### config.mk
export PLATFORM = sky130hd
export DESIGN_NAME = bup_back
export DESIGN_NICKNAME = d
export VERILOG_FILES = /design/src/bup_pkg.sv /design/src/bup_back.sv
export SDC_FILE = /design/constraint.sdc
export NUM_CORES = 1
export LEC_CHECK = 0
export BUFFER_PORTS_ARGS = -buffer_cell sky130_fd_sc_hd__buf_2
export CAP_MARGIN = 20
export CORE_MARGIN = 1
export CORE_UTILIZATION = 44
export CTS_BUF_LIST = sky130_fd_sc_hd__clkbuf_4
export DETAILED_ROUTE_END_ITERATION = 6
export PLACE_DENSITY = 0.82
export SLEW_MARGIN = 20
export SYNTH_ARGS = -nofsm -noshare
export SYNTH_HDL_FRONTEND = slang
export SYNTH_SLANG_ARGS = --single-unit
### constraint.sdc
create_clock -name i_clk -period 10.7 [get_ports i_clk]
set_clock_uncertainty 0.05 [all_clocks]
set_input_delay 1.07 -clock i_clk [delete_from_list [all_inputs] [get_ports i_clk]]
set_output_delay 1.07 -clock i_clk [all_outputs]
set_load 0.05 [all_outputs]
### src/bup_pkg.sv
// Shared types and constants of the bilinear 2x upscaler.
// No dependencies; used by every module of the block.
package bup_pkg;

    localparam int PIX_W   = 8;
    localparam int POS_W   = 11;
    localparam int CFG_W   = 12;
    localparam int Q_DEPTH = 4;
    localparam int Q_PTR_W = 2;

    localparam logic [1:0] CFG_FRAME_WIDTH  = 2'd0;
    localparam logic [1:0] CFG_FRAME_HEIGHT = 2'd1;
    localparam logic [1:0] CFG_CORNER_MODE  = 2'd2;

    localparam logic [CFG_W-1:0] FRAME_WIDTH_RST  = 12'd640;
    localparam logic [CFG_W-1:0] FRAME_HEIGHT_RST = 12'd400;

    typedef struct packed {
        logic [PIX_W-1:0] px;
        logic [PIX_W-1:0] above;
        logic [PIX_W-1:0] left_cur;
        logic [PIX_W-1:0] left_above;
        logic [POS_W-1:0] row;
        logic [POS_W-1:0] col;
        logic [3:0]       mask;
        logic             corner_mode;
    } t_entry;

endpackage

### src/bup_back.sv
// Back part: emits the output blocks of each queued pixel, one per cycle unless the output
// stalls, computing the truncated means into the output register. Uses bup_pkg.
module bup_back
    import bup_pkg::*;
(
    input  logic             i_clk,
    input  logic             i_rst_n,
    input  t_entry           i_head,
    input  logic             i_empty,
    output logic             o_pop,
    output logic             o_valid,
    input  logic             i_stall,
    output logic [PIX_W-1:0] o_top_left,
    output logic [PIX_W-1:0] o_top_right,
    output logic [PIX_W-1:0] o_bottom_left,
    output logic [PIX_W-1:0] o_bottom_right,
    output logic [POS_W-1:0] o_block_row,
    output logic [POS_W-1:0] o_block_col,
    output logic             o_frame_end
);

    localparam logic [1:0] BLK_ABOVE_LEFT  = 2'd0;
    localparam logic [1:0] BLK_ABOVE_EDGE  = 2'd1;
    localparam logic [1:0] BLK_BOTTOM_LEFT = 2'd2;
    localparam logic [1:0] BLK_CORNER      = 2'd3;

    logic             r_valid;
    logic [3:0]       r_taken;
    logic [PIX_W-1:0] r_tl, r_tr, r_bl, r_br;
    logic [POS_W-1:0] r_row, r_col;
    logic             r_end;

    logic             load;
    logic             last;
    logic [3:0]       rem;
    logic [3:0]       sel_bit;
    logic [1:0]       sel;
    logic [PIX_W-1:0] p, q, s, d;
    logic [POS_W-1:0] row, col;
    logic             fend;
    logic [PIX_W:0]   sum_pq, sum_ps;
    logic [PIX_W+1:0] sum_all;

    always_comb begin
        rem = i_head.mask & ~r_taken;
        if (rem[0]) begin
            sel = BLK_ABOVE_LEFT;
        end else if (rem[1]) begin
            sel = BLK_ABOVE_EDGE;
        end else if (rem[2]) begin
            sel = BLK_BOTTOM_LEFT;
        end else begin
            sel = BLK_CORNER;
        end
        sel_bit = 4'd1 << sel;
        last    = (rem & ~sel_bit) == 4'd0;
        load    = !i_empty && (!r_valid || !i_stall);
    end

    assign o_pop = load && last;

    always_comb begin
        p    = i_head.px;
        q    = i_head.px;
        s    = i_head.px;
        d    = i_head.px;
        row  = i_head.row;
        col  = i_head.col;
        fend = 1'b0;
        case (sel)
            BLK_ABOVE_LEFT: begin
                p   = i_head.left_above;
                q   = i_head.above;
                s   = i_head.left_cur;
                d   = i_head.px;
                row = i_head.row - 1'b1;
                col = i_head.col - 1'b1;
            end
            BLK_ABOVE_EDGE: begin
                p   = i_head.above;
                q   = i_head.above;
                s   = i_head.px;
                d   = i_head.corner_mode ? i_head.above : i_head.px;
                row = i_head.row - 1'b1;
            end
            BLK_BOTTOM_LEFT: begin
                p   = i_head.left_cur;
                q   = i_head.px;
                s   = i_head.left_cur;
                d   = i_head.corner_mode ? i_head.left_cur : i_head.px;
                col = i_head.col - 1'b1;
            end
            default: begin
                fend = 1'b1;
            end
        endcase
        sum_pq  = {1'b0, p} + {1'b0, q};
        sum_ps  = {1'b0, p} + {1'b0, s};
        sum_all = {2'b00, p} + {2'b00, q} + {2'b00, s} + {2'b00, d};
    end

    always_ff @(posedge i_clk) begin
        if (load) begin
            r_tl  <= p;
            r_tr  <= sum_pq[PIX_W:1];
            r_bl  <= sum_ps[PIX_W:1];
            r_br  <= sum_all[PIX_W+1:2];
            r_row <= row;
            r_col <= col;
            r_end <= fend;
        end
    end

    always_ff @(posedge i_clk) begin
        if (!i_rst_n) begin
            r_valid <= 1'b0;
            r_taken <= 4'd0;
        end else begin
            if (load) begin
                r_valid <= 1'b1;
            end else if (!i_stall) begin
                r_valid <= 1'b0;
            end
            if (load) begin
                r_taken <= last ? 4'd0 : (r_taken | sel_bit);
            end
        end
    end

    assign o_valid        = r_valid;
    assign o_top_left     = r_tl;
    assign o_top_right    = r_tr;
    assign o_bottom_left  = r_bl;
    assign o_bottom_right = r_br;
    assign o_block_row    = r_row;
    assign o_block_col    = r_col;
    assign o_frame_end    = r_end;

endmodule

### Word-level counts from Yosys, hierarchy flattened

Index checks and enable logic that the tools add are counted.

| storage, ports and cells | value |
|---|---|
| register bits | 60 |
| word-level logic and storage cells | 51 |

| cells by class | value |
|---|---|
| add/sub/neg operators | 7 |
| equality and inequality tests | 3 |
| shift-type cells | 1 |
| mux-type cells | 15 |
| bitwise gates (word level) | 5 |
| reductions and logical operators | 11 |

Operator list:

| operator | number |
|---|---|
| two-way mux 8 bit | 4 |
| adder 8 x 8 -> 9 bit | 3 |
| one-hot mux 8 bit (3 select lines) | 1 |
| two-way mux 11 bit | 2 |
| subtractor 11 x 1 -> 11 bit (second input constant) | 2 |
| one-hot mux 8 bit (2 select lines) | 1 |
| adder 10 x 8 -> 10 bit | 1 |
| adder 9 x 8 -> 10 bit | 1 |
| AND 4 bit | 2 |
| NOT 4 bit | 2 |
| logical NOT 4 bit | 1 |
| two-way mux 1 bit | 4 |
| two-way mux 2 bit | 2 |
| two-way mux 4 bit | 1 |
| bitwise OR 4 bit | 1 |
| OR reduction 2 bit | 2 |
| << shifter 1 x 2 -> 4 bit (first input constant) | 1 |
| logical NOT 1 bit | 3 |
| OR reduction 3 bit | 1 |
| == test 2 x 1 -> 1 bit (second input constant) | 1 |
| == test 2 bit (second input constant) | 1 |
| logical AND 1 bit | 2 |
| logical NOT 2 bit | 1 |
| inequality test 2 x 1 -> 1 bit (second input constant) | 1 |
| logical OR 1 bit | 1 |

### Depth between registers and ports, before layout

| depth | value |
|---|---|
| depth after elaboration | 11 |
| gate-level depth with buffers | 20 |
| depth with buffers taken out | 18 |

### Worst setup path before layout

No wires, ideal clock.

| path | value |
|---|---|
| path kind | input to output |
| start | in i_stall |
| end | out o_pop |
| data arrival time | 5620 ps |
| required time | 9580 ps |
| setup slack | 3960 ps |
| stages | 3 |
| cells stage by stage | a21oi_1 -> o21ai_0 -> a211oi_1 |

| on the way | value |
|---|---|
| word-level cells in the longest chain between the ends | 4 |

RTL lines:

| what | line | text |
|---|---|---|
| start, declared | bup_back.sv:12 | `input logic i_stall,` |
| logical NOT 1 bit | -- |  |
| logical OR 1 bit | bup_back.sv:57 | `load = !i_empty && (!r_valid \|\| !i_stall);` |
| logical AND 1 bit | bup_back.sv:57 |  |
| logical AND 1 bit | bup_back.sv:60 | `assign o_pop = load && last;` |
| end, declared | bup_back.sv:10 | `output logic o_pop,` |

Every way passes these cells.

### Final worst setup path

| path | value |
|---|---|
| start | in i_head[1] (netlist bit) |
| end | reg r_br[7], in the netlist o_bottom_right[7] (data pin) |

| on the way | value |
|---|---|
| word-level cells in the longest chain between the ends | 8 |
| elaborated cells between the ends (all ways) | 14 |
| classes of those cells | add/sub: 3; eq/ne: 2; mux: 5; bitwise: 1; reduce/logical: 3 |

RTL lines:

| what | line | text |
|---|---|---|
| start, declared | bup_back.sv:8 | `input t_entry i_head,` |
| AND 4 bit * | bup_back.sv:45 | `rem = i_head.mask & ~r_taken;` |
| two-way mux 2 bit * | bup_back.sv:46 | `if (rem[0]) begin` |
| == test 2 x 1 -> 1 bit or logical NOT 2 bit (tied branches) | bup_back.sv:70 | `case (sel)` |
| OR reduction 2 bit (no line) | -- |  |
| two-way mux 8 bit | bup_back.sv:70 |  |
| adder 8 x 8 -> 9 bit | bup_back.sv:99 | `sum_all = {2'b00, p} + {2'b00, q} + {2'b00, s} + {2'b00, d};` |
| adder 9 x 8 -> 10 bit | bup_back.sv:99 |  |
| adder 10 x 8 -> 10 bit * | bup_back.sv:99 |  |
| net sum_all[9] | bup_back.sv:42 | `logic [PIX_W+1:0] sum_all;` |
| end signal, assigned | bup_back.sv:107 | `r_br <= sum_all[PIX_W+1:2];` |
| end, declared | bup_back.sv:29 | `logic [PIX_W-1:0] r_tl, r_tr, r_bl, r_br;` |

Mark *: on every way through the listed nets, which the timed path passes. The rest lies on a longest branch.
A chain may end at the register's enable or synchronous reset.

==> impl_metrics.env <==
export IMPL_status="finished with violations"
export IMPL_failed_checks="design-rule violations"
export IMPL_tns_ns=0
export IMPL_overflow=0
export IMPL_synth_top_cell_by_area="edfxtp_1"
export IMPL_grtUsageTotal_pct=22.1
export IMPL_finalHoldViolCount=0
export IMPL_drc=11
export IMPL_ant_nets=0
export IMPL_ys_warn_count=0
export IMPL_synth_edf_count=55
export IMPL_synth_nets=480
export IMPL_ir_drop_mv=0.235
export IMPL_cts_hold_buffers=0
export IMPL_start_util_pct=46.1
export IMPL_drv_cap=0
export IMPL_ys_seq_area_share_pct=43.0
export IMPL_avgSynthCellArea_um2=11.0
export IMPL_die_y_um=98.3
export IMPL_num_rows=34
export IMPL_synthFlopType="edfxtp_1"
export IMPL_hpwlAfterDp_mm=7.99
export IMPL_dr_pass1_iters=7
export IMPL_syn_to_final_growth_pct=20.7
export IMPL_drive_above_1_share_pct=30.1
export IMPL_synth_common_cells="55 x edfxtp_1, 48 x inv_1, 28 x nand2_1"
export IMPL_cts_repair_resized=0
export IMPL_slew_headroom_pct=37.0
export IMPL_synth_most_common_cell="edfxtp_1"
export IMPL_tightest_slew_ns=0.943
export IMPL_worstPathArrival_ns=6.09
export IMPL_antenna_diode_count=0
export IMPL_core_um2=8850
export IMPL_pin_count=120
export IMPL_clockRootBuffer="clkbuf_4"
export IMPL_leakage_nw=2.28
export IMPL_netlist_cell_type_count=45
export IMPL_grt_pass1_wl_mm=16.3
export IMPL_yosys_top_cells_area="edfxtp_1 41%, fa_1 8.8%, ha_1 8.3%"
export IMPL_antenna_found_initial=0
export IMPL_syn_area_um2=4080
export IMPL_fin_area_um2=4920
export IMPL_finalCritPeriodShare_pct=55.9
export IMPL_wire_per_inst_um=16.6
export IMPL_endpoint_kind="flop"
export IMPL_period_needed_ns=5.98
export IMPL_vias=3299
export IMPL_globalplace_congestion=0.943
export IMPL_clockBufferDepth=2
export IMPL_fmax_ghz=0.167
export IMPL_viasPerCell=5.42
export IMPL_drv_slew=0
export IMPL_cts_buffers=9
export IMPL_htreeDepth=3
export IMPL_portBuffers=119
export IMPL_async_reset_ff_share_pct=0
export IMPL_start_kind="input port"
export IMPL_drt_first_iter_violations=144
export IMPL_ys_ff_latch=60
export IMPL_hold_path_class="reg2reg"
export IMPL_place_area_um2=4790
export IMPL_post_cts_buffers=0
export IMPL_path_max_fanout=16
export IMPL_required_ns=10.81
export IMPL_grt_start_max_net_pins=61
export IMPL_critPathKind="in2reg"
export IMPL_synth_top_area_share_pct=40.5
export IMPL_insertion_delay_ns=0.41
export IMPL_cts_sinks=60
export IMPL_fp_dieW_um=98.3
export IMPL_clk_pin_slew_ns=0.10
export IMPL_syn_inst=372
export IMPL_total_power_mw=1.06
export IMPL_grt_pass1_vias=3338
export IMPL_rsz0062_at_grt="false"
export IMPL_worst_hold_slack_ns=0.432
export IMPL_nNetsFinal=604
export IMPL_wl_mm=10.1
export IMPL_powerDensity_nw_per_um2=215
export IMPL_setup_viol=0
export IMPL_cts_tree="done"
export IMPL_dieArea_um2=9660
-- flip-flops by register name, summed over array words and instances (netlist names) --
name and flops:
o_bottom_left 8, o_block_row 11, o_valid 1, o_top_right 8, r_taken 4, o_top_left 8, o_bottom_right 8, o_block_col 11
o_frame_end 1
-- stage by stage --
step           instances  worst slack, ns  util (%)
3_5_place_dp         593             4.32      54.1
3_3_place_gp         593             4.51      54.1
4_1_cts              609             4.80      55.6
5_1_grt              609             4.48      55.6
6_report             609             4.72      55.6
2_1_floorplan        372             3.96         -
-- cell usage in the layout, fill, tap and decap left out, drive strengths merged, types with 2 or more instances in the layout --
| master | count |
|---|---|
| xnor2 | 22 |
| o21bai | 4 |
| ha | 27 |
| edfxtp | 55 |
| inv | 48 |
| a21oi | 24 |
| nand2b | 6 |
| clkinv | 4 |
| a211oi | 6 |
| a22oi | 7 |
| clkbuf | 10 |
| a22o | 7 |
| nor4 | 5 |
| mux2 | 9 |
| dfxtp | 5 |
| nand2 | 28 |
| nand3b | 2 |
| nor2b | 4 |
| mux2i | 2 |
| or3 | 3 |
| fa | 18 |
| o21ai | 18 |
| a21o | 11 |
| nor2 | 15 |
| nand3 | 2 |
| xor2 | 16 |
| buf | 120 |
| nor3 | 9 |
-- layout make-up --
cell class,instances,area [µm²]
Multi-Input combinational cell,257,2120
Clock buffer,10,75.1
Inverter,48,180
Fill cell,777,3930
Tap cell,108,135
Timing Repair Buffer,120,603
Clock inverter,6,55.1
Sequential cell,60,1750
-- kinds of logic (layout without fill, tap and decap cells) --
logic type,after synthesis,after routing,synth area share (%)
XOR/XNOR,38,38,8.16
AO/OA/AOI/OAI,83,83,13.8
flip-flops,60,60,43.0
buffers and inverters,55,184,5.31
adder cells (fa/ha/maj),45,45,17.1
AND/OR/NAND/NOR,80,80,9.67
multiplexers,11,11,2.98
-- layer usage --
metal	global-route usage (%)	vias up	share of wire, %
met1	28.6	1547	43
met2	35.8	160	46
li1	-	1570	-
met3	4.58	22	8.6
met5	0	-	0
met4	9.87	0	2.8
-- final timing paths --
path	from	endpoint	slack, ns	cells past startpoint
setup / recovery	i_head[1]	o_bottom_right[7]	4.72	16
hold / removal	r_taken[2]	r_taken[2]	0.43	2
setup reg to reg	r_taken[0]	o_bottom_right[7]	5.18	15
hold reg to reg	r_taken[2]	r_taken[2]	0.43	2
-- worst max-delay path: stages --
cell and delay (ns):
buf_2 0.11, nor2b_1 0.75, nor2_2 0.26, ha_1 0.47, nor2_2 0.53, mux2_2 0.42
fa_1 0.50, inv_1 0.05, fa_1 0.53, inv_1 0.07, fa_1 0.45, a21o_1 0.20
a21oi_1 0.22, o21bai_1 0.09, a21oi_1 0.21, o21ai_0 0.13
-- power by group --
| part | total [mW] | switching [mW] | leakage (nW) | internal [mW] |
|---|---|---|---|---|
| combinational | 0.563 | 0.374 | 1.63 | 0.189 |
| clock | 0.157 | 0.0857 | 0.0712 | 0.0715 |
| sequential | 0.339 | 0.0120 | 0.575 | 0.327 |
| total | 1.06 | 0.472 | 2.28 | 0.587 |
No activity file was read; power rests on OpenSTA's default activity.
