**config.mk**
```make
export PLATFORM = sky130hd
export DESIGN_NAME = bup_fifo
export DESIGN_NICKNAME = d
export VERILOG_FILES = /design/src/bup_pkg.sv /design/src/bup_fifo.sv
export SDC_FILE = /design/constraint.sdc
export NUM_CORES = 1
export LEC_CHECK = 0
export ABC_AREA = 1
export BUFFER_PORTS_ARGS = -buffer_cell sky130_fd_sc_hd__buf_4
export CORE_ASPECT_RATIO = 0.5
export CORE_MARGIN = 2
export CORE_UTILIZATION = 51
export CTS_CLUSTER_DIAMETER = 80
export DETAILED_ROUTE_END_ITERATION = 8
export PLACE_DENSITY = 0.75
export SLEW_MARGIN = 20
export SYNTH_ARGS = -nofsm -noshare
export SYNTH_HDL_FRONTEND = slang
export SYNTH_SLANG_ARGS = --single-unit
```
**constraint.sdc**
```tcl
create_clock -name i_clk -period 2.1 [get_ports i_clk]
set_input_delay 0.21 -clock i_clk [delete_from_list [all_inputs] [get_ports i_clk]]
set_output_delay 0.21 -clock i_clk [all_outputs]
set_load 0.005 [all_outputs]
```
**src/bup_pkg.sv**
```systemverilog
// Shared types and constants of the bilinear 2x upscaler.
// No dependencies; used by every module of the block.
package bup_pkg;

    localparam int PIX_W   = 8;
    localparam int POS_W   = 11;
    localparam int CFG_W   = 12;
    localparam int Q_DEPTH = 4;
    localparam int Q_PTR_W = 2;

    localparam logic [1:0] CFG_FRAME_WIDTH  = 2'd0;
    localparam logic [1:0] CFG_FRAME_HEIGHT = 2'd1;
    localparam logic [1:0] CFG_CORNER_MODE  = 2'd2;

    localparam logic [CFG_W-1:0] FRAME_WIDTH_RST  = 12'd640;
    localparam logic [CFG_W-1:0] FRAME_HEIGHT_RST = 12'd400;

    typedef struct packed {
        logic [PIX_W-1:0] px;
        logic [PIX_W-1:0] above;
        logic [PIX_W-1:0] left_cur;
        logic [PIX_W-1:0] left_above;
        logic [POS_W-1:0] row;
        logic [POS_W-1:0] col;
        logic [3:0]       mask;
        logic             corner_mode;
    } t_entry;

endpackage

```
**src/bup_fifo.sv**
```systemverilog
// Short queue of classified pixels between the front and back parts.
// Uses bup_pkg for the entry type and depth.
module bup_fifo
    import bup_pkg::*;
(
    input  logic   i_clk,
    input  logic   i_rst_n,
    input  logic   i_push,
    input  t_entry i_entry,
    output logic   o_full,
    input  logic   i_pop,
    output t_entry o_head,
    output logic   o_empty
);

    t_entry             r_mem [Q_DEPTH];
    logic [Q_PTR_W-1:0] r_wr_ptr;
    logic [Q_PTR_W-1:0] r_rd_ptr;
    logic [Q_PTR_W:0]   r_count;

    assign o_full  = r_count == (Q_PTR_W + 1)'(Q_DEPTH);
    assign o_empty = r_count == '0;
    assign o_head  = r_mem[r_rd_ptr];

    always_ff @(posedge i_clk) begin
        if (i_push) begin
            r_mem[r_wr_ptr] <= i_entry;
        end
    end

    always_ff @(posedge i_clk) begin
        if (!i_rst_n) begin
            r_wr_ptr <= '0;
            r_rd_ptr <= '0;
            r_count  <= '0;
        end else begin
            if (i_push) begin
                r_wr_ptr <= r_wr_ptr + 1'b1;
            end
            if (i_pop) begin
                r_rd_ptr <= r_rd_ptr + 1'b1;
            end
            case ({i_push, i_pop})
                2'b10:   r_count <= r_count + 1'b1;
                2'b01:   r_count <= r_count - 1'b1;
                default: r_count <= r_count;
            endcase
        end
    end

endmodule

```
# Word level (Yosys, flattened, before mapping)
# Memory sizes are Yosys's and may differ from the RTL's. A register that Yosys moved wholly into a read port is not among the register bits.
# Index checks and enable logic that the tools add are counted.
# classes
add_sub_neg	4
n_eq_ne	3
n_mux	5
reduce_logical	2
# op_table
operator	count
$pmux 3 s2	1
$add 2x1->2 const B	2
$mux 2	2
$add 3x1->3 const B	1
$eq 3x3->1 const B	1
$logic_not 3->1	1
$sub 3x1->3 const B	1
$eq 2x1->1 const B	1
$eq 2x2->1 const B	1
$mux 1	2
$reduce_bool 2->1	1
# word_totals
regBits	7
ramBits	236
inputBits	63
out_inout_bits	61
word_cells	18
n_memories	1
# memory_table
memory	words	word_bits	rd	rd_clocked_by_memory_dff	write_ports	line_no	source
r_mem	4	59	1	1	1	bup_fifo.sv:16	t_entry r_mem [Q_DEPTH];

# Logic depth before layout (Yosys ltp)
# Gate-level depths: netlist (run 1).
# depth
depth_word	3
mapped_depth	10
depth_no_buf	10

# Worst setup path before layout (run 1)
# Ideal clock, no wire load.
# synth_timing
path_kind	reg2reg
from	register r_wr_ptr[0]
to	memory r_mem[2][0] (netlist bit), enable pin
arrival_ns	1.737
required_time_ns	1.687
slack_ns	-0.050
path_stages_with_launch	5
path_buffers	0
period_less_slack_ns	2.150
cell_sequence	dfxtp_1 -> inv_1 -> ha_1 -> nand2_1 -> inv_1
# synth_lines
element	line_no	source
start: declaration	bup_fifo.sv:17	logic [Q_PTR_W-1:0] r_wr_ptr;
start signal: assignment	bup_fifo.sv:38	r_wr_ptr <= r_wr_ptr + 1'b1;
end: declaration	bup_fifo.sv:16	
# No word-level cell before the write port.

==> results_dict.tcl, run 1 <==
set metrics [dict create \
    final_hold_viol_count 0 \
    slowest_delay_ns 0.47 \
    yosysTopAreaCell "edfxtp_1" \
    crit_arrival_ns 1.82 \
    swShare_pct 22.1 \
    drt_iter0_drc 487 \
    drt_first_pass_iters 4 \
    final_cell_mix "edfxtp_1, buf_4, nor2_1" \
    status "finished clean" \
    required_ns 1.89 \
    drive_gt1_share_pct 22.9 \
    p_total_w 0.0108 \
    grtUsageMet1_pct 26.9 \
    pwr-share-seq_pct 52.0 \
    antenna_found_initial 0 \
    p_comb_share_pct 11.1 \
    port_buffers 123 \
    die_x_um 194 \
    timing.fmax_ghz 0.492 \
    r2r-start "r_wr_ptr[0]" \
    syn2layout_area_growth_pct 29.5 \
    overflow 0 \
    synth.avg_cell_area_um2 14.6 \
    setup_viol 0 \
    clock_latency_ns 0.50 \
    r2r_cells 5 \
    path_max_fanout 18 \
    seqCellArea_um2 7270 \
    start_util_pct 52.4 \
    antenna_cells 0 \
    syn_area_um2 9160 \
    synth_cell_type_count 21 \
    syn_nets 696 \
    vias 5949 \
    multi_input_area_um2 1620 \
    busiest_layer "met2" \
    hold_path_depth 4 \
    grt_max_degree 60 \
    cp-end-kind "output pin" \
    relSlewSlack_pct 69.4 \
    p_leak_nw 4.23 \
    fp-row-count 34 \
    gr-usage-met2_pct 37.6 \
    cts_tree "built" \
    switchingPower_w 0.00240 \
    clock_sinks 245 \
    regToRegEndpoint "r_mem[2][30]" \
    synthTopCellsByArea "edfxtp_1, o21ai_0, nor2_1" \
    fin_skew_ns 0.00758 \
    peakVddDrop_mv 0.584 \
    cts_root_buf "clkbuf_16" \
    ff2ff_setup_slack_ns 0.37 \
    worst_slew_pin_slew_ns 0.458 \
    ys_ff_latch 245 \
    grt_usage_pct 21.0 \
    power_density_nw_per_um2 914 \
    drtAntennaViolNets 0 \
    fillers 1164 \
    maxCapViolations 0 \
    drc 0 \
    dieArea_um2 19100 \
    min_path_type "input pin to flop" \
    path_clk_slew_ns 0.07 \
    fin_crit_ns 2.03 \
    p_int_w 0.00845 \
    hpwl_um 10800 \
    grt_pass1_vias 6141 \
    synth_top_area_share_pct 77.4 \
    path_cells "clkinv_8 -> buf_4 -> o21ai_0 -> o22ai_1 -> buf_4" \
    drt-wirelength-per-cell_um 19.6 \
    routed_wl_um 21000 \
    rsz0062_at_grt "no" \
    yosysSeqAreaShare_pct 79.3 \
    startpoint_type "flop" \
    clkPwrFrac_pct 36.9 \
    clk_path_buf_depth 3 \
    layout.nets 888 \
    synthCells 627 \
    timing_max_transition_violations_final 0 \
    holdWs_ns 0.0500 \
    gp_congestion 0.753 \
    cp_common_cell "buf_4" \
    final_common_cell "edfxtp_1" \
    met3_usage_pct 4.11 \
    crit_slowest_cell "dfxtp_4" \
    fin_setup_tns_ns 0 \
    ys_warn_count 0 \
    design.core.area_um2 17500 \
    period_share_pct 96.7 \
    critPathKind "flop to output pin" \
    cts_made_buffers 22 \
    cp-endpoint "o_head[15]" \
    die-height_um 98.8 \
    grt_pass1_wl_um 31400 \
    num_io_pins 124 \
    htreeDepth 1 \
    via_per_inst 5.57 \
    final_util_pct 67.8 \
]
[cells by family (layout without fill, tap and decap cells)]
family	count (synthesis)	count (layout)	synth area share [%]
AOI/OAI and AO/OA	188	188	11.1
adders and majority gates	6	6	0.902
buffers and inverters	54	262	3.13
DFF	245	245	79.3
and+or+nand+nor	134	134	5.56
[synthesized netlist by cell type, drive strengths merged]
master  count
nand4       1
buf        21
nand3       1
edfxtp    236
nor3        2
nand2       9
o21ai     124
a21oi       5
ha          5
dfxtp       9
inv        17
clkbuf     16
nor2      121
fa          1
o22ai      59
[flip-flops by register name (all words and copies together) (netlist names), named ones only]
name	count
r_count	3
r_mem	236
r_rd_ptr	2
r_wr_ptr	2
[metrics by stage]
| stage | cell area (um2) | setup slack (ns) | std cells |
|---|---|---|---|
| finish | 11900 | 0.0690 | 1069 |
| global route | 11900 | 0.000879 | 1069 |
| CTS | 11800 | 0.0198 | 1064 |
| detailed placement | 10400 | 0.364 | 963 |
| global placement | 10400 | 0.373 | 963 |
| floorplan | 9170 | 0.0196 | 627 |
[final cells by class]
type / count / share of cell area, %
clock buffers: 27 / 5.15
clock inverters: 13 / 0.992
inverters: 17 / 0.738
multi-input cells: 328 / 13.7
flip-flops and latches: 245 / 61.3
well taps: 234 / 2.47
repair buffers: 204 / 15.6
repair inverters: 1 / 0.0738
[power by group through the flow]
stage / registers, W / logic, W / clock network, W
2_1_floorplan: 0.00573 / 0.000483 / 0
5_1_grt: 0.00565 / 0.00131 / 0.00424
4_1_cts: 0.00563 / 0.00116 / 0.00405
6_report: 0.00564 / 0.00120 / 0.00401
3_5_place_dp: 0.00573 / 0.00105 / 0
3_3_place_gp: 0.00573 / 0.00102 / 0
[worst max-delay path: cells and delay by family (launching register included)]
family / cells / cell delay (ns)
buffers and inverters: 3 / 0.52
AOI/OAI and AO/OA: 2 / 0.33
DFF: 1 / 0.47
[what timing repair did]
action                     CTS  global route
setup buffers                0             2
setup endpoints to repair    9            24
hold endpoints to repair   241             0
hold buffers                60             0
pin swaps                    0             1
gates cloned                 1             3
resized for setup            2             9
[worst min-delay path by stage]
stage | start | end
3_5_place_dp | i_entry[35] | r_mem[1][35]
2_1_floorplan | i_entry[0] | r_mem[0][0]
3_3_place_gp | i_entry[11] | r_mem[3][11]
5_1_grt | i_pop | r_rd_ptr[0]
4_1_cts | i_pop | r_rd_ptr[0]
6_report | i_pop | flop
[metal layers]
| layer | vias to the layer above | part of all wire, % |
|---|---|---|
| met4 | 0 | 1.3 |
| met3 | 30 | 6.1 |
| met1 | 2965 | 43 |
| li1 | 2734 | - |
| met5 | - | 0 |
| met2 | 220 | 50 |
No activity file was read; power rests on OpenSTA's default activity.
==> run 2, diff against run 1 <==
--- a/config.mk
+++ b/config.mk
@@ -5,13 +5,14 @@
 export SDC_FILE = /design/constraint.sdc
 export NUM_CORES = 1
 export LEC_CHECK = 0
-export ABC_AREA = 1
+export ABC_AREA = 0
 export BUFFER_PORTS_ARGS = -buffer_cell sky130_fd_sc_hd__buf_4
 export CORE_ASPECT_RATIO = 0.5
 export CORE_MARGIN = 2
 export CORE_UTILIZATION = 51
 export CTS_CLUSTER_DIAMETER = 80
 export DETAILED_ROUTE_END_ITERATION = 8
+export HOLD_SLACK_MARGIN = 0.1
 export PLACE_DENSITY = 0.75
 export SLEW_MARGIN = 20
 export SYNTH_ARGS = -nofsm -noshare
==> results_dict.tcl, run 2 <==
set metrics [dict create \
    drt-wirelength-per-cell_um 20.2 \
    gr-usage-met2_pct 30.7 \
    top_regs "r_mem: 236 flops, r_count: 3 flops" \
    grt_max_degree 27 \
    stdcell_count 820 \
    drc 0 \
    syn_nets 424 \
    status "finished clean" \
    startpoint_type "flop" \
    path_clk_slew_ns 0.07 \
    path_max_fanout 13 \
    overflow 0 \
    grt_usage_pct 18.1 \
    regToRegEndpoint "r_count[2]" \
    cts_tree "built" \
    layout.nets 643 \
    min-delay-start "i_entry[45]" \
    drt_first_pass_iters 4 \
    grtUsageMet1_pct 25.1 \
    rsz0062_at_grt "yes" \
    synth_top_area_share_pct 78.9 \
    r2r_cells 5 \
    routed_wl_um 16600 \
    design.core.area_um2 17300 \
    synth-edff-count 236 \
    die_x_um 192 \
    r2r-start "r_count[0]" \
    final_cell_mix "edfxtp_1, buf_4, dlygate4sd3_1" \
    clock_sinks 245 \
    grt_pass1_vias 4570 \
    power_density_nw_per_um2 883 \
    grt_pass1_wl_um 25400 \
    yosysTopAreaCell "edfxtp_1" \
    cp-end-kind "output pin" \
    antenna_cells 0 \
    relSlewSlack_pct 73.3 \
    ys_ff_latch 245 \
    hpwl_um 10000 \
    fp-row-count 34 \
    htreeDepth 1 \
    async_flop_share_pct 0 \
    crit_arrival_ns 1.86 \
    period_share_pct 98.7 \
    busiest_layer "met2" \
    place_inst 717 \
    drt_iter0_drc 258 \
    timing_max_transition_violations_final 0 \
    critPathKind "flop to output pin" \
    p_leak_nw 4.05 \
    cp-endpoint "o_head[38]" \
    worst_slew_pin_slew_ns 0.400 \
    min_path_type "input pin to flop" \
    synthCells 355 \
    antenna_found_initial 0 \
    hold_path_depth 2 \
    final_hold_viol_count 0 \
    dieArea_um2 18700 \
    met3_usage_pct 2.88 \
    start_util_pct 51.8 \
    clk_path_buf_depth 3 \
    setup_viol 0 \
    largest-register "r_mem" \
    timing.fmax_ghz 0.483 \
    synthTopCellsByArea "edfxtp_1, mux4_2, dfxtp_1" \
    synth_cell_type_count 22 \
    drtAntennaViolNets 0 \
    final_util_pct 68.0 \
    largest_register_ffs 236 \
    fin_skew_ns 0.0108 \
    fin_crit_ns 2.07 \
    synth_most_common_cell "edfxtp_1" \
    cts_root_buf "clkbuf_16" \
    required_ns 1.89 \
    num_io_pins 124 \
    die-height_um 97.8 \
    via_per_inst 5.21 \
    final_common_cell "edfxtp_1" \
    clock_latency_ns 0.49 \
    yosysSeqAreaShare_pct 80.9 \
    port_buffers 123 \
    cts_made_buffers 21 \
    synth.avg_cell_area_um2 25.3 \
    syn_area_um2 8980 \
    peakVddDrop_mv 0.551 \
    ys_top_cells_by_count "edfxtp_1, mux4_2, and2_1, dfxtp_1, inv_1" \
    vias 4276 \
    syn2layout_area_growth_pct 31.1 \
    synth_flop_cell "edfxtp_1" \
    drive_gt1_share_pct 40.3 \
    ff2ff_setup_slack_ns 0.52 \
    gp_congestion 0.720 \
    maxCapViolations 0 \
    ys_warn_count 0 \
]
-- run 2: cell count changes after synthesis, moves of 7 or more --
cell / delta
and2_1: +10
buf_2: -8
clkbuf_2: -7
inv_1: -9
mux4_2: +59
nand2_1: -7
nor2_1: -121
o21ai_0: -116
o22ai_1: -59
-- run 2: metal layers --
metal  wire, um  vias to the layer above
met5          0                        -
met4        313                        0
met3        553                       24
met2       8460                       84
met1       7260                     2237
li1           -                     1931
-- run 2: how the worst min path moves through the flow --
stage	end	slack [ns]
after floorplan	r_mem[0][0]	0.31
after global placement	r_mem[2][42]	0.41
after detailed placement	r_mem[1][12]	0.41
after CTS	r_mem[0][45]	0.44
after global routing	r_mem[3][42]	0.46
final	r_mem[2][45]	0.46
-- run 2: final cells by class --
type / count / area, um2
clock buffers: 24 / 537
fillers: 1114 / 5540
inverters: 6 / 22.5
flip-flops and latches: 245 / 7270
multi-input cells: 90 / 1590
repair buffers: 210 / 2010
clock inverters: 11 / 51.3
well taps: 234 / 293
-- run 2: worst max-delay path: stages (launching register included) --
cell and delay, ns:
dfxtp_4 0.48, buf_12 0.21, mux4_2 0.54, buf_6 0.14
-- run 2: stage by stage --
stage | instance area, um2 | hold WS [ns] | TNS, ns | power (W) | worst slack, ns
floorplan | 8980 | 0.309 | 0 | 0.00632 | 0.382
global placement | 10400 | 0.410 | 0 | 0.00691 | 0.350
detailed placement | 10400 | 0.414 | 0 | 0.00695 | 0.339
CTS | 11700 | 0.443 | -0.0339 | 0.0105 | -0.0164
global route | 11800 | 0.457 | -0.406 | 0.0108 | -0.0342
finish | 11800 | 0.458 | 0 | 0.0104 | 0.0281
-- run 2: what timing repair did --
action,CTS,global route
setup buffers,4,1
gates resized for setup,12,21
hold buffers,63,0
gates cloned,0,0
setup endpoints to repair,47,46
pin swaps,0,0
endpoints found under the hold margin,245,0
-- run 2: cell families after synthesis --
logic type / share of synthesized area (%)
AND/OR/NAND/NOR: 1.05
buffers and inverters: 1.49
XOR/XNOR: 0.488
multiplexers: 14.9
flip-flops: 80.9
AO/OA/AOI/OAI: 0.195
adder cells (fa/ha/maj): 0.920
-- run 2: power breakdown --
part           total, W  leakage, nW  internal (W)  switching [W]
sequential      0.00569         2.24       0.00561      0.0000850
combinational   0.00131         1.52      0.000795       0.000520
clock           0.00340        0.289       0.00183        0.00157
total            0.0104         4.05       0.00823        0.00217
==> run 3, diff against run 2 <==
--- a/config.mk
+++ b/config.mk
@@ -10,10 +10,10 @@
 export CORE_ASPECT_RATIO = 0.5
 export CORE_MARGIN = 2
 export CORE_UTILIZATION = 51
-export CTS_CLUSTER_DIAMETER = 80
 export DETAILED_ROUTE_END_ITERATION = 8
+export GPL_ROUTABILITY_DRIVEN = 0
 export HOLD_SLACK_MARGIN = 0.1
-export PLACE_DENSITY = 0.75
+export PLACE_DENSITY = 0.73
 export SLEW_MARGIN = 20
 export SYNTH_ARGS = -nofsm -noshare
 export SYNTH_HDL_FRONTEND = slang
==> results_dict.tcl, run 3 (synthesized netlist as in run 2, its figures left out) <==
set metrics [dict create \
    critPathKind "flop to output pin" \
    via_per_inst 5.30 \
    final_common_cell "edfxtp_1" \
    grt_max_degree 60 \
    grt_usage_pct 18.0 \
    final_hold_viol_count 0 \
    setup_viol 0 \
    drc 0 \
    startpoint_type "flop" \
    hpwl_um 9080 \
    clock_sinks 245 \
    relSlewSlack_pct 74.1 \
    port_buffers 123 \
    final_util_pct 67.5 \
    peakVddDrop_mv 0.502 \
    cts_tree "built" \
    final_cell_mix "edfxtp_1, buf_4, dlygate4sd3_1" \
    fin_crit_ns 2.10 \
    top_regs "r_mem: 236 flops, r_count: 3 flops" \
    status "finished clean" \
    syn2layout_area_growth_pct 30.3 \
    timing_max_transition_violations_final 0 \
    min_path_type "input pin to flop" \
    fp-row-count 34 \
    worst_slew_pin_slew_ns 0.389 \
    largest-register "r_mem" \
    cts_made_buffers 21 \
    drt-wirelength-per-cell_um 20.3 \
    die_x_um 192 \
    design.core.area_um2 17300 \
    dieArea_um2 18700 \
    drt_first_pass_iters 6 \
    antenna_cells 0 \
    required_ns 1.89 \
    crit_arrival_ns 1.89 \
    place_inst 709 \
    vias 4310 \
    period_share_pct 99.8 \
    grt_pass1_vias 4658 \
    start_util_pct 51.8 \
    power_density_nw_per_um2 920 \
    fin_skew_ns 0.00831 \
    routed_wl_um 16500 \
    cts_root_buf "clkbuf_16" \
    die-height_um 97.8 \
    stdcell_count 813 \
    path_max_fanout 15 \
    timing.fmax_ghz 0.477 \
    p_leak_nw 4.01 \
    clk_path_buf_depth 3 \
    path_clk_slew_ns 0.07 \
    drive_gt1_share_pct 39.7 \
    maxCapViolations 0 \
    p_total_w 0.0108 \
    grt_pass1_wl_um 25600 \
    rsz0062_at_grt "yes" \
    htreeDepth 1 \
    cp-end-kind "output pin" \
    num_io_pins 124 \
    layout.nets 634 \
    drtAntennaViolNets 0 \
    clock_latency_ns 0.49 \
    largest_register_ffs 236 \
    antenna_found_initial 0 \
    drt_iter0_drc 260 \
    holdWs_ns 0.461 \
    overflow 0 \
]
-- run 3: final timing paths --
path | from | depth (start not counted) | endpoint | slack (ns)
max | flop | 3 | o_head[41] | 0.004
min | i_entry[56] | 2 | r_mem[3][56] | 0.46
max reg2reg | r_count[0] | 5 | r_count[2] | 0.52
min reg2reg | r_count[2] | 2 | r_count[2] | 0.53
-- run 3: metal layers --
| metal | track usage (%) | routed length [um] | up-vias |
|---|---|---|---|
| met5 | 0 | 0 | - |
| met4 | 3.91 | 292 | 0 |
| met3 | 3.24 | 627 | 27 |
| met2 | 30.7 | 8420 | 96 |
| met1 | 24.8 | 7170 | 2267 |
| li1 | - | - | 1920 |
-- run 3: power by group --
part	total, W	internal (W)	switching [W]
clock network	0.00380	0.00217	0.00164
registers	0.00568	0.00561	0.0000705
logic	0.00127	0.000754	0.000520
total	0.0108	0.00853	0.00223
-- run 3: area by class of cell --
type	instances	area, um2
tap	234	293
multi-input combinational	90	1580
sequential	245	7270
fill	1110	5620
clock buffer	28	573
timing repair buffer	201	1860
clock inverter	9	92.6
inverter	6	22.5
-- run 3: repair_timing --
| item | in CTS | in global routing |
|---|---|---|
| gates cloned | 0 | 0 |
| hold endpoints to repair | 245 | 0 |
| endpoints found under the setup margin | 50 | 43 |
| hold buffers | 63 | 0 |
| setup buffers | 4 | 0 |
| gates resized for setup | 4 | 24 |
-- run 3: critical path, stage by stage, from the launching register on --
cell and delay, ns:
dfxtp_4 0.48, buf_12 0.21, mux4_2 0.56, buf_6 0.14
-- run 3: stage by stage --
| step | setup TNS [ns] | setup WS (ns) | cell area, um2 |
|---|---|---|---|
| after floorplan | 0 | 0.382 | 8980 |
| after global placement | 0 | 0.392 | 10300 |
| after detailed placement | 0 | 0.366 | 10300 |
| after CTS | -0.0503 | -0.0217 | 11600 |
| after global routing | -0.605 | -0.0576 | 11700 |
| final | 0 | 0.00366 | 11700 |
